`src/hw/rtl/omcu_pkg.sv`:
```
// ----------------------------------------------------------------------------
// omcu_pkg
// Shared types, codes and defaults for the online mean / covariance block.
// ----------------------------------------------------------------------------
`default_nettype none

package omcu_pkg;

  // Default configuration
  localparam int DIM_DEF        = 4;
  localparam int COUNT_BITS_DEF = 24;

  // Fixed field widths
  localparam int COORD_W = 32;
  localparam int VALUE_W = 64;
  localparam int RC_W    = 2;
  localparam int DIV_W   = 96;

  // Result kind codes
  localparam logic [1:0] KIND_COUNT = 2'd0;
  localparam logic [1:0] KIND_MEAN  = 2'd1;
  localparam logic [1:0] KIND_COV   = 2'd2;

  // Run status codes
  localparam logic [1:0] ST_OK          = 2'd0;
  localparam logic [1:0] ST_REM_REFUSED = 2'd1;
  localparam logic [1:0] ST_ADD_REFUSED = 2'd2;

  // Divider dividend select
  localparam logic [1:0] DSEL_MEAN = 2'd0;
  localparam logic [1:0] DSEL_T    = 2'd1;
  localparam logic [1:0] DSEL_C    = 2'd2;

  // Controller to datapath commands
  typedef struct packed {
    logic       take;
    logic       seq_clr_mean;
    logic       seq_clr_count;
    logic       seq_step;
    logic       mprod_ld;
    logic       div_start;
    logic [1:0] div_sel;
    logic       mean_wr;
    logic       opa_ld;
    logic       tprod_ld;
    logic       sum_ld;
    logic       plo_ld;
    logic       phi_ld;
    logic       cov_wr;
    logic       commit;
  } omcu_cmd_t;

  // Datapath to controller status
  typedef struct packed {
    logic coord_last;
    logic refuse;
    logic div_busy;
    logic seq_last;
    logic out_last;
  } omcu_stat_t;

endpackage

`default_nettype wire

```
`src/hw/rtl/omcu_ctrl.sv`:
```
// ----------------------------------------------------------------------------
// omcu_ctrl
// Controller: sequences the mean and covariance updates and the result run.
// ----------------------------------------------------------------------------
`default_nettype none

module omcu_ctrl import omcu_pkg::*; (
  input  wire logic       clk,
  input  wire logic       rst,
  input  wire logic       in_valid,
  output logic            in_stall,
  output logic            out_valid,
  input  wire logic       out_stall,
  input  wire omcu_stat_t st,
  output omcu_cmd_t       cmd
);

  localparam logic [3:0] S_IDLE   = 4'd0;
  localparam logic [3:0] S_MPROD  = 4'd1;
  localparam logic [3:0] S_MSTART = 4'd2;
  localparam logic [3:0] S_MWAIT  = 4'd3;
  localparam logic [3:0] S_MWR    = 4'd4;
  localparam logic [3:0] S_TOPA   = 4'd5;
  localparam logic [3:0] S_TPROD  = 4'd6;
  localparam logic [3:0] S_TSTART = 4'd7;
  localparam logic [3:0] S_TWAIT  = 4'd8;
  localparam logic [3:0] S_CSUM   = 4'd9;
  localparam logic [3:0] S_CPLO   = 4'd10;
  localparam logic [3:0] S_CPHI   = 4'd11;
  localparam logic [3:0] S_CSTART = 4'd12;
  localparam logic [3:0] S_CWAIT  = 4'd13;
  localparam logic [3:0] S_CWR    = 4'd14;
  localparam logic [3:0] S_EMIT   = 4'd15;

  logic [3:0] state;
  logic [3:0] state_next;

  // Next state and commands
  always_comb begin
    state_next = state;
    cmd        = '0;
    cmd.div_sel = DSEL_MEAN;
    in_stall   = 1'b1;
    out_valid  = 1'b0;
    unique case (state)
      S_IDLE: begin
        in_stall = 1'b0;
        if (in_valid) begin
          cmd.take = 1'b1;
          if (st.coord_last) begin
            if (st.refuse) begin
              cmd.seq_clr_count = 1'b1;
              state_next        = S_EMIT;
            end else begin
              cmd.seq_clr_mean = 1'b1;
              state_next       = S_MPROD;
            end
          end
        end
      end
      S_MPROD: begin
        cmd.mprod_ld = 1'b1;
        state_next   = S_MSTART;
      end
      S_MSTART: begin
        cmd.div_start = 1'b1;
        cmd.div_sel   = DSEL_MEAN;
        state_next    = S_MWAIT;
      end
      S_MWAIT: begin
        if (!st.div_busy) begin
          state_next = S_MWR;
        end
      end
      S_MWR: begin
        cmd.mean_wr  = 1'b1;
        cmd.seq_step = 1'b1;
        state_next   = st.seq_last ? S_TOPA : S_MPROD;
      end
      S_TOPA: begin
        cmd.opa_ld = 1'b1;
        state_next = S_TPROD;
      end
      S_TPROD: begin
        cmd.tprod_ld = 1'b1;
        state_next   = S_TSTART;
      end
      S_TSTART: begin
        cmd.div_start = 1'b1;
        cmd.div_sel   = DSEL_T;
        state_next    = S_TWAIT;
      end
      S_TWAIT: begin
        if (!st.div_busy) begin
          state_next = S_CSUM;
        end
      end
      S_CSUM: begin
        cmd.sum_ld = 1'b1;
        state_next = S_CPLO;
      end
      S_CPLO: begin
        cmd.plo_ld = 1'b1;
        state_next = S_CPHI;
      end
      S_CPHI: begin
        cmd.phi_ld = 1'b1;
        state_next = S_CSTART;
      end
      S_CSTART: begin
        cmd.div_start = 1'b1;
        cmd.div_sel   = DSEL_C;
        state_next    = S_CWAIT;
      end
      S_CWAIT: begin
        if (!st.div_busy) begin
          state_next = S_CWR;
        end
      end
      S_CWR: begin
        cmd.cov_wr = 1'b1;
        if (st.seq_last) begin
          cmd.commit        = 1'b1;
          cmd.seq_clr_count = 1'b1;
          state_next        = S_EMIT;
        end else begin
          cmd.seq_step = 1'b1;
          state_next   = S_TOPA;
        end
      end
      S_EMIT: begin
        out_valid = 1'b1;
        if (!out_stall) begin
          cmd.seq_step = 1'b1;
          if (st.out_last) begin
            state_next = S_IDLE;
          end
        end
      end
      default: state_next = S_IDLE;
    endcase
  end

  // State register
  always_ff @(posedge clk) begin
    if (rst) begin
      state <= S_IDLE;
    end else begin
      state <= state_next;
    end
  end

  // Divider is quiet whenever requests move
  a_div_quiet: assert property (@(posedge clk) disable iff (rst)
    (state == S_IDLE || state == S_EMIT) |-> !st.div_busy)
    else $error("divider busy outside update");

  // A divider start is seen as busy on the next cycle
  a_div_start: assert property (@(posedge clk) disable iff (rst)
    cmd.div_start |=> st.div_busy)
    else $error("divider did not start");

  // Run ends on the final result
  a_run_end: assert property (@(posedge clk) disable iff (rst)
    (out_valid && !out_stall && st.out_last) |=> (state == S_IDLE))
    else $error("run did not end after final result");

endmodule

`default_nettype wire
```
`config.mk`:
```
export PLATFORM = sky130hd
export DESIGN_NAME = omcu_ctrl
export DESIGN_NICKNAME = d
export VERILOG_FILES = /design/src/hw/rtl/omcu_pkg.sv /design/src/hw/rtl/omcu_ctrl.sv
export SDC_FILE = /design/constraint.sdc
export NUM_CORES = 1
export LEC_CHECK = 0
export BUFFER_PORTS_ARGS = -buffer_cell sky130_fd_sc_hd__buf_2
export CAP_MARGIN = 40
export CORE_ASPECT_RATIO = 1.2
export CORE_MARGIN = 8
export CORE_UTILIZATION = 25
export CTS_BUF_LIST = sky130_fd_sc_hd__clkbuf_16
export DETAILED_ROUTE_END_ITERATION = 10
export HOLD_SLACK_MARGIN = 0.1
export PLACE_DENSITY = 0.47
export SYNTH_ARGS = -nofsm -noshare
export SYNTH_HDL_FRONTEND = slang
export SYNTH_SLANG_ARGS = --single-unit
```
`constraint.sdc`:
```
create_clock -name clk -period 3.1 [get_ports clk]
set_input_delay 0.93 -clock clk [delete_from_list [all_inputs] [get_ports clk]]
set_output_delay 0.93 -clock clk [all_outputs]
set_load 0.005 [all_outputs]
```
==> flow_summary.yaml <==
critical_path:
  r2r_setup_slack_ns: 1.23
  path_class: "reg2out"
  cp-end-kind: "primary output"
  cp.arrival_ns: 1.67
  worst-endpoint-required_ns: 2.17
  critPathLaunchType: "register"
  path_max_fanout: 17
sta:
  setup_viol: 0
  worstMarginPinSlew_ns: 0.524
  slew_headroom: 0.650
  finalClockSkew_ns: 0.00158
  timing.final.crit_share: 0.837
  hold_viol_final: 0
  finalCriticalPeriod_ns: 2.60
  rsz0062_at_grt: "no"
  tns_ns: 0
  worst_slack_ns: 0.505
  fmax_ghz: 0.385
  final_max_slew_viol_count: 0
grt:
  antenna_found_initial: 0
  grt_pass1_vias: 584
  grt_first_pass_wirelength_mm: 2.70
  grt_use_total: 0.0905
  grt_overflow: 0
  grt_max_degree: 18
placement:
  place_ws_ns: 0.545
  portBuffers: 26
  dpl.cell_count: 111
  routabilityCongestion: 0.756
  place_hpwl_mm: 1.20
yosys:
  syn-num-nets: 81
  synth_cells: 72
  yosysSeqAreaShare: 0.166
  synth_top_area_frac: 0.166
  ys_warn_count: 0
  yosys.area.top_type: "dfxtp_1"
  ys_ff_latch: 4
  avgSynthCellArea_um2: 6.71
  synth_cell_types: 33
  synthTopCellsByArea: "dfxtp_1 17%, nor3_1 7.3%, nor2_1 6.2%, a21oi_1 5.2%, nand2b_1 5.2%"
  syn_area_um2: 483
floorplanning:
  dieArea_um2: 3600
  die_w_um: 56.1
  start_util: 0.264
  ios: 27
  fp.dieH_um: 64.2
  placementRows: 17
  core_um2: 1830
layout:
  final_common_cell: "buf_2"
  reg_top3: "state (4)"
  n_antenna_cell: 0
  area_delta_synth_final_pct: 40.4
  largest_reg_flops: 4
  post-route-util: 0.371
  layout.cells.non_filler: 114
  final_nets: 106
  regArea_um2: 80.1
  fillers: 206
  largest-register: "state"
  drive_gt1_frac: 0.347
  final_cell_mix: "26 x buf_2, 8 x nor2_1, 7 x nor3_1"
  multi_input_area_um2: 347
route:
  first_iter_violations: 11
  finalWirelength_mm: 1.57
  drc: 0
  postRouteAntennaNets: 0
  wl_per_cell_um: 13.8
  vias_per_cell: 5.18
  firstDrtPassIters: 4
  vias: 591
clock_tree:
  htreeDepth: 1
  hold_buffers: 0
  cts_tree: "yes"
  cts_sinks: 4
  tritoncts.num_buffers: 3
  post_cts.resized_instances: 0
  post-cts-setup-buffers: 0
  clock_latency_ns: 0.23
  path_clk_slew_ns: 0.03
  clock_path_buffers: 2
  clockRootBuffer: "clkbuf_16"
status:
  status: "complete, no violations"
power_and_ir_drop:
  totalPowerFinal_mw: 0.683
  peakVddDrop_uv: 464
  power.density_nw_per_um2: 1010
  power_leakage_nw: 0.324
flow_run:
  drv_cap: 0
hold_path:
  hold_class: "reg2reg"
## final cells by class
cell class | instances | share of cell area
sequential | 4 | 0.118
multi-input combinational | 56 | 0.511
inverter | 6 | 0.0332
timing repair buffer | 26 | 0.192
clock buffer | 3 | 0.111
tap | 19 | 0.0351
## through the flow
| stage | hold WS (ns) | area [µm²] |
|---|---|---|
| 2_1_floorplan | 0.631 | 483 |
| 3_3_place_gp | 0.687 | 603 |
| 3_5_place_dp | 0.686 | 603 |
| 4_1_cts | 0.693 | 678 |
| 5_1_grt | 0.746 | 678 |
| 6_report | 0.690 | 678 |
## Yosys cell counts
master	n
a211o_1	1
inv_1	5
o22ai_1	1
inv_2	1
a31o_1	1
or4b_1	1
xor2_1	1
nor4_1	1
o211ai_1	1
nor3_1	7
o32ai_2	1
nand2_1	5
a311o_1	1
and4_4	1
a211oi_1	1
and2_1	1
buf_6	1
nand2b_1	4
a21oi_1	5
nor3b_1	2
buf_2	3
clkbuf_1	2
nor2b_1	1
or4_1	1
nor2_1	8
o31ai_1	1
or3_1	1
nand3b_1	1
a22o_4	1
o21ai_0	5
dfxtp_1	4
or2_1	1
a31oi_1	1
## cell families (layout without fill, tap and decap cells)
kind of cell,Yosys count,in the layout,share of synthesized area
AOI/OAI and AO/OA,20,20,0.303
xor gates and xnor gates,1,1,0.0181
buffers and inverters,12,35,0.117
DFF,4,4,0.166
and+or+nand+nor,35,35,0.396
## where the power goes
group	internal, mW	switching [mW]
sequential	0.0743	0.0829
clock	0.165	0.0359
combinational	0.159	0.166
## final timing paths
path,end,depth (start not counted),from
hold reg to reg,state[2]$_SDFFE_PP0P_,2,state[2]$_SDFFE_PP0P_
setup reg to reg,state[1]$_SDFFE_PP0P_,4,state[0]$_SDFFE_PP0P_
hold / removal,state[2]$_SDFFE_PP0P_,2,state[2]$_SDFFE_PP0P_
setup / recovery,cmd[13],4,state[3]$_SDFFE_PP0P_
## critical path: stages (launching register included)
cell     delay (ns)
dfxtp_1        0.46
nor4_1         0.53
and2_1         0.21
a31o_1         0.14
buf_2          0.10
## per-layer routing
metal | GRT usage | up-vias | routed length [µm]
met1 | 0.0943 | 259 | 687
met3 | 0.0356 | 5 | 128
met2 | 0.146 | 20 | 705
met5 | 0 | - | 0
li1 | - | 307 | -
met4 | 0.0633 | 0 | 50
(Power assumes the default switching activity.)
